[config.mk]
export PLATFORM = sky130hd
export DESIGN_NAME = pixel_point_operation_unit_core
export DESIGN_NICKNAME = d
export VERILOG_FILES = /design/src/sv/ppou_pkg.sv /design/src/sv/ppou_cfg.sv /design/src/sv/ppou_alu.sv /design/src/sv/pixel_point_operation_unit_core.sv
export SDC_FILE = /design/constraint.sdc
export NUM_CORES = 1
export LEC_CHECK = 0
export BUFFER_PORTS_ARGS = -buffer_cell sky130_fd_sc_hd__buf_2
export CAP_MARGIN = 20
export CORE_MARGIN = 2
export CORE_UTILIZATION = 50
export CTS_BUF_LIST = sky130_fd_sc_hd__clkbuf_8
export CTS_CLUSTER_DIAMETER = 60
export DETAILED_ROUTE_END_ITERATION = 10
export PLACE_DENSITY = 0.73
export REMOVE_ABC_BUFFERS = 1
export SLEW_MARGIN = 20
export SYNTH_ARGS = -nofsm -noshare
export SYNTH_HDL_FRONTEND = slang
export SYNTH_SLANG_ARGS = --single-unit
[constraint.sdc]
create_clock -name clk -period 8.59 [get_ports clk]
set_input_delay 0 -clock clk [delete_from_list [all_inputs] [get_ports clk]]
set_output_delay 0 -clock clk [all_outputs]
set_load 0.02 [all_outputs]
[src/sv/ppou_pkg.sv]
// Shared types, register indexes and helper functions for the pixel point operation unit.
`default_nettype none
package ppou_pkg;

    localparam int unsigned CHAN_W      = 8;
    localparam int unsigned CONST_W     = 9;
    localparam int unsigned OP_W        = 3;
    localparam int unsigned IDX_W       = 2;
    localparam int unsigned CFG_DATA_W  = 9;
    localparam int unsigned IN_DATA_W   = 56;
    localparam int unsigned OUT_DATA_W  = 32;
    localparam int unsigned SUM_W       = 11;
    localparam int unsigned LUMA_ACC_W  = 24;

    // Q16 BT.601 luma weights
    localparam logic [15:0] LUMA_WR = 16'd19589;
    localparam logic [15:0] LUMA_WG = 16'd38470;
    localparam logic [15:0] LUMA_WB = 16'd7471;

    localparam logic [CHAN_W-1:0]  CHAN_MAX        = 8'hFF;
    localparam logic [CHAN_W-1:0]  THRESHOLD_RESET = 8'd100;

    localparam logic [IDX_W-1:0] REG_OPERATION = 2'd0;
    localparam logic [IDX_W-1:0] REG_CONSTANT  = 2'd1;
    localparam logic [IDX_W-1:0] REG_THRESHOLD = 2'd2;

    typedef enum logic [OP_W-1:0] {
        OP_ADD_CONST  = 3'd0,
        OP_SUB_CONST  = 3'd1,
        OP_ADD_PIXELS = 3'd2,
        OP_SUB_PIXELS = 3'd3,
        OP_GRAY       = 3'd4,
        OP_BINARIZE   = 3'd5
    } op_t;

    typedef struct packed {
        logic        [OP_W-1:0]    operation;
        logic signed [CONST_W-1:0] constant_value;
        logic        [CHAN_W-1:0]  threshold;
    } cfg_t;

    // first field sits in the highest bits
    typedef struct packed {
        logic [CHAN_W-1:0] b_blue;
        logic [CHAN_W-1:0] b_green;
        logic [CHAN_W-1:0] b_red;
        logic [CHAN_W-1:0] a_alpha;
        logic [CHAN_W-1:0] a_blue;
        logic [CHAN_W-1:0] a_green;
        logic [CHAN_W-1:0] a_red;
    } pix_in_t;

    typedef struct packed {
        logic [CHAN_W-1:0] out_alpha;
        logic [CHAN_W-1:0] out_blue;
        logic [CHAN_W-1:0] out_green;
        logic [CHAN_W-1:0] out_red;
    } pix_out_t;

    function automatic logic [CHAN_W-1:0] clamp_byte(input logic signed [SUM_W-1:0] v);
        logic [CHAN_W-1:0] r;
        if (v[SUM_W-1])
            r = '0;
        else if (v[SUM_W-2:CHAN_W] != '0)
            r = CHAN_MAX;
        else
            r = v[CHAN_W-1:0];
        return r;
    endfunction

    function automatic logic signed [SUM_W-1:0] ext_chan(input logic [CHAN_W-1:0] c);
        return $signed({{(SUM_W-CHAN_W){1'b0}}, c});
    endfunction

endpackage
`default_nettype wire

[src/sv/ppou_cfg.sv]
// Configuration register file: operation, signed constant and binarize threshold.
`default_nettype none
module ppou_cfg (
    input  wire logic                       clk,
    input  wire logic                       rst_n,
    input  wire logic                       cfg_valid,
    output logic                            cfg_ready,
    input  wire logic [ppou_pkg::IDX_W-1:0]      cfg_index,
    input  wire logic [ppou_pkg::CFG_DATA_W-1:0] cfg_data,
    output ppou_pkg::cfg_t                  cfg
);
    import ppou_pkg::*;

    cfg_t cfg_reg;
    cfg_t cfg_next;
    logic wr;

    assign cfg_ready = 1'b1;
    assign wr        = cfg_valid & cfg_ready;

    always_comb
    begin
        cfg_next = cfg_reg;
        if (wr)
        begin
            case (cfg_index)
                REG_OPERATION: cfg_next.operation      = cfg_data[OP_W-1:0];
                REG_CONSTANT:  cfg_next.constant_value = $signed(cfg_data[CONST_W-1:0]);
                REG_THRESHOLD: cfg_next.threshold      = cfg_data[CHAN_W-1:0];
                default:       cfg_next = cfg_reg;  // writes past the list are dropped
            endcase
        end
    end

    always_ff @(posedge clk or negedge rst_n)
    begin
        if (!rst_n)
        begin
            cfg_reg.operation      <= OP_ADD_CONST;
            cfg_reg.constant_value <= '0;
            cfg_reg.threshold      <= THRESHOLD_RESET;
        end
        else
        begin
            cfg_reg <= cfg_next;
        end
    end

    assign cfg = cfg_reg;

endmodule
`default_nettype wire

[src/sv/ppou_alu.sv]
// Per-pixel datapath: saturating add/sub, BT.601 luma and threshold.
`default_nettype none
module ppou_alu (
    input  wire ppou_pkg::cfg_t    cfg,
    input  wire ppou_pkg::pix_in_t pix,
    output ppou_pkg::pix_out_t     res
);
    import ppou_pkg::*;

    logic signed [SUM_W-1:0]  cst;
    logic signed [SUM_W-1:0]  ar, ag, ab, br, bg, bb;
    logic [LUMA_ACC_W-1:0]    prod_r, prod_g, prod_b;
    logic [LUMA_ACC_W-1:0]    luma_acc;
    logic [CHAN_W-1:0]        luma;
    logic [CHAN_W-1:0]        bin;

    assign cst = {{(SUM_W-CONST_W){cfg.constant_value[CONST_W-1]}}, cfg.constant_value};
    assign ar  = ext_chan(pix.a_red);
    assign ag  = ext_chan(pix.a_green);
    assign ab  = ext_chan(pix.a_blue);
    assign br  = ext_chan(pix.b_red);
    assign bg  = ext_chan(pix.b_green);
    assign bb  = ext_chan(pix.b_blue);

    // constant weights, so these reduce to shift-add networks
    assign prod_r   = LUMA_WR * pix.a_red;
    assign prod_g   = LUMA_WG * pix.a_green;
    assign prod_b   = LUMA_WB * pix.a_blue;
    assign luma_acc = prod_r + prod_g + prod_b;
    assign luma     = luma_acc[LUMA_ACC_W-1 -: CHAN_W];
    assign bin      = (luma >= cfg.threshold) ? CHAN_MAX : '0;

    always_comb
    begin
        res.out_red   = pix.a_red;
        res.out_green = pix.a_green;
        res.out_blue  = pix.a_blue;
        res.out_alpha = pix.a_alpha;
        case (cfg.operation)
            OP_ADD_CONST:
            begin
                res.out_red   = clamp_byte(ar + cst);
                res.out_green = clamp_byte(ag + cst);
                res.out_blue  = clamp_byte(ab + cst);
            end
            OP_SUB_CONST:
            begin
                res.out_red   = clamp_byte(ar - cst);
                res.out_green = clamp_byte(ag - cst);
                res.out_blue  = clamp_byte(ab - cst);
            end
            OP_ADD_PIXELS:
            begin
                res.out_red   = clamp_byte(ar + br);
                res.out_green = clamp_byte(ag + bg);
                res.out_blue  = clamp_byte(ab + bb);
                res.out_alpha = CHAN_MAX;
            end
            OP_SUB_PIXELS:
            begin
                res.out_red   = clamp_byte(ar - br);
                res.out_green = clamp_byte(ag - bg);
                res.out_blue  = clamp_byte(ab - bb);
                res.out_alpha = CHAN_MAX;
            end
            OP_GRAY:     res.out_red = luma;
            OP_BINARIZE: res.out_red = bin;
            default:     res.out_red = pix.a_red;  // unused codes pass A through
        endcase
    end

endmodule
`default_nettype wire

[src/sv/pixel_point_operation_unit_core.sv]
// Path: an input transaction passes the input reg, then the result reg, which drives result valid.
// Throughput: one pixel per cycle while the output is not stalled; the datapath between the two registers is one pass.
// Backpressure stalls both stages together; an input is taken while a result waits
// as long as the input stage is free to move.
// Reset: valid flags cleared, operation 0, constant 0, threshold 100.
`default_nettype none
module pixel_point_operation_unit_core (
    input  wire logic                             clk,
    input  wire logic                             rst_n,
    input  wire logic                             s_tvalid,
    output logic                                  s_tready,
    // a_red, a_green, a_blue, a_alpha, b_red, b_green, b_blue (8 bits each)
    input  wire logic [ppou_pkg::IN_DATA_W-1:0]   s_tdata,
    output logic                                  m_tvalid,
    input  wire logic                             m_tready,
    // out_red, out_green, out_blue, out_alpha (8 bits each)
    output logic [ppou_pkg::OUT_DATA_W-1:0]       m_tdata,
    input  wire logic                             cfg_valid,
    output logic                                  cfg_ready,
    input  wire logic [ppou_pkg::IDX_W-1:0]       cfg_index,
    input  wire logic [ppou_pkg::CFG_DATA_W-1:0]  cfg_data
);
    import ppou_pkg::*;

    cfg_t     cfg;
    pix_in_t  in_pix_reg;
    logic     in_valid_reg;
    pix_out_t alu_res;
    pix_out_t out_pix_reg;
    logic     out_valid_reg;
    logic     out_adv;
    logic     in_adv;

    ppou_cfg u_cfg (
        .clk       (clk),
        .rst_n     (rst_n),
        .cfg_valid (cfg_valid),
        .cfg_ready (cfg_ready),
        .cfg_index (cfg_index),
        .cfg_data  (cfg_data),
        .cfg       (cfg)
    );

    ppou_alu u_alu (
        .cfg (cfg),
        .pix (in_pix_reg),
        .res (alu_res)
    );

    assign out_adv  = !out_valid_reg || m_tready;
    assign in_adv   = !in_valid_reg || out_adv;
    assign s_tready = in_adv;

    always_ff @(posedge clk or negedge rst_n)
    begin
        if (!rst_n)
        begin
            in_valid_reg  <= 1'b0;
            out_valid_reg <= 1'b0;
        end
        else
        begin
            if (in_adv)
                in_valid_reg <= s_tvalid;
            if (out_adv)
                out_valid_reg <= in_valid_reg;
        end
    end

    always_ff @(posedge clk)
    begin
        if (in_adv && s_tvalid)
            in_pix_reg <= pix_in_t'(s_tdata);
        if (out_adv && in_valid_reg)
            out_pix_reg <= alu_res;
    end

    assign m_tvalid = out_valid_reg;
    assign m_tdata  = out_pix_reg;

    // a full pipe facing a stalled sink must refuse input
    assert property (@(posedge clk) disable iff (!rst_n)
        (in_valid_reg && out_valid_reg && !m_tready) |-> !s_tready)
        else $error("input accepted while pipeline is blocked");

    // an accepted pixel lands in the input stage
    assert property (@(posedge clk) disable iff (!rst_n)
        (s_tvalid && s_tready) |=> in_valid_reg)
        else $error("accepted pixel lost from input stage");

    // an occupied input stage moves on whenever the result register frees up
    assert property (@(posedge clk) disable iff (!rst_n)
        (in_valid_reg && (!out_valid_reg || m_tready)) |=> out_valid_reg)
        else $error("pixel lost between stages");

    // binarize gives only the two extreme levels
    assert property (@(posedge clk) disable iff (!rst_n)
        (m_tvalid && cfg.operation == OP_BINARIZE) |->
            (m_tdata[CHAN_W-1:0] == '0 || m_tdata[CHAN_W-1:0] == CHAN_MAX))
        else $error("binarize result not 0 or 255");

    // pixel-pair modes force opaque alpha
    assert property (@(posedge clk) disable iff (!rst_n)
        (m_tvalid && (cfg.operation == OP_ADD_PIXELS || cfg.operation == OP_SUB_PIXELS))
            |-> (m_tdata[OUT_DATA_W-1 -: CHAN_W] == CHAN_MAX))
        else $error("pixel-pair alpha not 255");

endmodule
`default_nettype wire

# After elaboration in Yosys (flattened, before gate mapping)
# Index checks and enable logic that the tools add are counted.
[totals]
reg_bits = 110
inputBits = 72
output_inout_bits = 35
elab_cells = 92
[op_classes]
add_sub_neg = 14
multipliers = 3
magnitude_cmp = 1
eq_ne = 7
n_mux = 27
n_reduce_logical = 24
[ops]
columns = ["cell", "count"]
rows = [
  ["2-to-1 mux 8 bit", 25],
  ["one-hot mux 16 bit (4 select lines)", 1],
  ["one-hot mux 8 bit (6 select lines)", 1],
  ["multiplier 15 x 8 -> 23 bit (first input constant)", 2],
  ["adder 9 x 9 -> 10 bit", 3],
  ["subtractor 9 x 9 -> 10 bit", 3],
  ["adder 8 x 8 -> 9 bit", 3],
  ["subtractor 8 x 8 -> 9 bit", 3],
  ["adder 23 x 24 -> 24 bit", 1],
  ["adder 24 x 21 -> 24 bit", 1],
  ["nonzero test 2 bit", 12],
  ["multiplier 13 x 8 -> 21 bit (first input constant)", 1],
  [">= comparator 8 bit", 1],
  ["== test 3 x 2 -> 1 bit (second input constant)", 2],
  ["== test 3 bit (second input constant)", 2],
  ["AND reduction 2 bit", 3],
  ["== test 3 x 1 -> 1 bit (second input constant)", 1],
  ["zero test 3 bit", 1],
  ["== test 2 x 1 -> 1 bit (second input constant)", 1],
  ["== test 2 bit (second input constant)", 1],
  ["logical AND 1 bit", 2],
  ["zero test 1 bit", 2],
  ["zero test 2 bit", 1],
  ["logical OR 1 bit", 2],
  ["OR reduction 2 bit", 1],
]

# Depth between registers and ports, before layout
[logic_depth]
depth_word = 6
mapped_depth = 35
ltp_nobuf = 35

# By module
# A second synthesis with hierarchy kept.
[unflattened]
cells_unflattened = 1463
area_unflattened_um2 = 14322.5
[by_module_without_submodules]
columns = ["module", "n_inst", "cells_each", "area_each_um2", "seq_area_each_um2"]
rows = [
  ["ppou_alu", 1, 1322, 10776.6, 0.0],
  ["pixel_point_operation_unit_core", 1, 96, 2746.4, 2692.6],
  ["ppou_cfg", 1, 45, 799.5, 504.2],
]

# Worst setup path after synthesis
# Ideal clock, no wire load.
[synth_path]
kind = "flip-flop to flip-flop"
start = "register in_pix_reg[14] (netlist name)"
end = "register out_pix_reg, in the netlist m_tdata[4], data pin"
setup_ps = 261
arrival_ps = 7938
required_time_ps = 8329
setup_slack_ps = 391
stages_incl_launch_ff = 33
path_buffers = 0
synth_period_minus_slack_ps = 8199
path_cell_list = "edfxtp_1 > ha_1 > inv_1 > fa_1 > fa_1 > inv_1 > ha_1 > nor3_1 > o21ai_1 > and2_1 > a21oi_1 > xnor2_1 > fa_1 > fa_1 > inv_1 > fa_1 > fa_1 > inv_1 > ha_1 > nand4_1 > o21bai_1 > o21ai_1 > a211oi_2 > a311oi_1 > a211oi_1 > xnor2_1 > ha_1 > a2111oi_0 > nand2_1 > o221ai_2 > o21ai_1 > a21o_1 > o32a_1"
[synth_lines]
columns = ["item", "line", "text"]
rows = [
  ["from (decl)", "pixel_point_operation_unit_core.sv:26", "pix_in_t in_pix_reg;"],
  ["from (signal assigned)", "pixel_point_operation_unit_core.sv:73", "in_pix_reg <= pix_in_t'(s_tdata);"],
  ["to (signal assigned)", "pixel_point_operation_unit_core.sv:75", "out_pix_reg <= alu_res;"],
  ["to (decl)", "pixel_point_operation_unit_core.sv:29", "pix_out_t out_pix_reg;"],
]

==> out/metrics.cfg <==
[timing]
worstMarginPinSlew_ns=1.076
slew_violations=0
hold_viol=0
fin_crit_sh=0.9918
setup_viol=0
slew_headroom=0.2769
period_needed_ns=8.519
fmax_ghz=0.1174
fin_worst_skew_ns=0.01988

[layout]
fin_nets=2193
seq_area_um2=3197
num-fill-cells=2514
largest_reg_flops=56
final_cell_area_um2=17130
drive_gt1_frac=0.1429
syn_to_final_growth_pct=15.23
multiInputGateArea_um2=10630

[placement]
port_buffers=105
hpwl_um=32360
placed_area_um2=15970
place_congestion=0.9692

[floorplanning]
die-width_um=176.4
row_count=63
die-area_um2=31130
die_height_um=176.4
coreArea_um2=29480
initial_core_util=0.5042
io_pins=107

[worst_setup_path]
crit_path_start=in_pix_reg[14]
cp-start-kind=flop
cp_slowest_cell=fa_1
cp-endpoint=m_tdata[4]
r2r_cells=31
regToRegSetupSlack_ns=0.07
reg2reg_from=in_pix_reg[14]
critPathRequiredTime_ns=8.76
regToRegEndpoint=m_tdata[4]
cpMostUsedCell=fa_1
crit_arrival_ns=8.69
cp_slowest_stage_delay_ns=0.55
path_max_fanout=6
crit_path_end_kind=flop
worst-setup-path-type=reg -> reg

[global_routing]
antenna_found_initial=0
grt_overflow=0
grt_pass1_wl_um=64700
grt_usage=0.2689
grt_max_degree=41
grt_pass1_vias=12420

[synthesis]
synth_edf_count=88
ys_warn_count=0
synth_most_common_cell=inv_1
synth_top_family_by_area=adder cells
synthFlopType=edfxtp_1
synth_simple_gate_area_frac=0.09343
ys_seq_area_frac=0.2150
yosys.area.top_type=ha_1
yosysUniqueCellTypes=95
avgSynthCellArea_um2=9.672
synth_common_cells=inv_1, ha_1, fa_1, a21oi_1, nor2_1
synth-seq-cells=110
yosys.area_share.adder=0.3848
synth_area_leaders=ha_1, edfxtp_1, fa_1
synthArstFlopShare=0.2000
synth_compound_area_frac=0.1730
synth_mux_area_frac=0.01507
netlist_area_um2=14870
synth-xor-area-share=0.03653
yosysTopAreaCellShare=0.2205
syn_inst=1537

[detailed_routing]
postRouteAntennaNets=0
via_per_inst=5.655
avgRoutedWirePerCell_um=19.46
drt_iter0_markers=819
drc=0
vias=12060
dr.pass1.iters=6
routed_wl_um=41510

[clock_tree]
clock-root-buffer=clkbuf_8
clk_pin_slew_ns=0.13
cts_buffer_depth=2
cts_tree=yes
cts_max_level=3
clk_latency_ns=0.43
clock_sinks=110
cts_inserted_buffers=9

[pwr]
p_total_w=0.006989
worst_ir_drop_vdd_mv=0.6053
p_leak_nw=8.044
powerDensity_nw_per_um2=408.0

[min_path]
hold_class=in -> reg

[status]
outcome=complete, no violations

[run]
drv_cap=0

==> layer usage <==
| layer | up-vias | global-route usage | wire length (um) |
|---|---|---|---|
| met3 | 88 | 0.05469 | 2679 |
| met1 | 5870 | 0.3536 | 17870 |
| met2 | 419 | 0.4428 | 19500 |
| met4 | 0 | 0.09229 | 1460 |
| met5 | - | 0 | 0 |
| li1 | 5686 | - | - |
==> cell usage in the layout (no fill, tap or decap), types with 13 or more instances in the layout <==
cell and instances:
a21o_1 30, a21oi_1 88, buf_2 105, buf_4 35
dfrtp_1 19, dlygate4sd3_1 73, edfxtp_1 88, fa_1 121
ha_1 255, inv_1 292, mux2_2 19, nand2_1 45
nand2b_1 23, nand3_1 13, nor2_1 89, nor2b_1 23
nor3_1 18, o21a_1 13, o21ai_0 48, o21ai_1 25
o21bai_1 18, xnor2_1 51
==> cell type report <==
class	count	share of cell area
Timing Repair Buffer	213	0.08868
Antenna cell	1	0.0001461
Clock buffer	9	0.007232
Multi-Input combinational cell	1110	0.6208
Clock inverter	7	0.003798
Inverter	293	0.06421
Tap cell	390	0.02849
Sequential cell	110	0.1866
==> timing repair <==
item / 4_1_cts / 5_1_grt
pin swaps: 1 / 20
resized for setup: 2 / 32
hold endpoints to repair: 100 / 0
endpoints found under the setup margin: 5 / 8
hold buffers: 73 / 0
buffers inserted: 1 / 8
cloned: 0 / 0
==> logic make-up (layout without fill, tap and decap cells) <==
group                      after synthesis  count (layout)
and+or+nand+nor                        277             277
AOI/OAI and AO/OA                      366             366
muxes                                   20              20
DFF                                    110             110
adders and majority gates              384             384
xor gates and xnor gates                62              62
buffers and inverters                  317             522
other                                    1               2
==> worst min-delay path by stage <==
stage | cells past startpoint | slack, ns | to | startpoint
after floorplan | 0 | -0.30 | in_valid_reg | rst_n
after global placement | 1 | -0.01 | u_cfg.cfg[16] | rst_n
after detailed placement | 1 | -0.004 | u_cfg.cfg[13] | rst_n
after CTS | 4 | 0.04 | u_cfg.cfg[17] | cfg_valid
after global routing | 4 | 0.11 | u_cfg.cfg[17] | cfg_valid
final | 4 | 0.07 | u_cfg.cfg[17] | cfg_valid
==> critical path, delay by kind of cell (launching register included) <==
kind / cells / cell delay [ns]
AO/OA/AOI/OAI: 10 / 2.24
XOR/XNOR: 2 / 0.45
adder cells (fa/ha/maj): 10 / 4.20
buffers and inverters: 4 / 0.21
flip-flops: 1 / 0.51
AND/OR/NAND/NOR: 5 / 0.65
==> stage by stage <==
step	cells	hold WS [ns]	setup TNS (ns)	setup WS, ns	utilization
CTS	2125	0.04305	0	0.008721	0.5732
global placement	2035	-0.01458	0	0.09775	0.5416
floorplan	1513	-0.2956	0	0.3914	-
finish	2133	0.06615	0	0.07084	0.5810
global route	2132	0.1058	-0.7170	-0.2129	0.5809
detailed placement	2035	-0.004274	-0.4611	-0.1411	0.5416
==> power breakdown <==
part,internal (W),switching [W],total [W]
registers,0.000690,0.0000838,0.000774
clock network,0.000113,0.000218,0.000331
logic,0.00253,0.00336,0.00588
(Power assumes the default switching activity.)
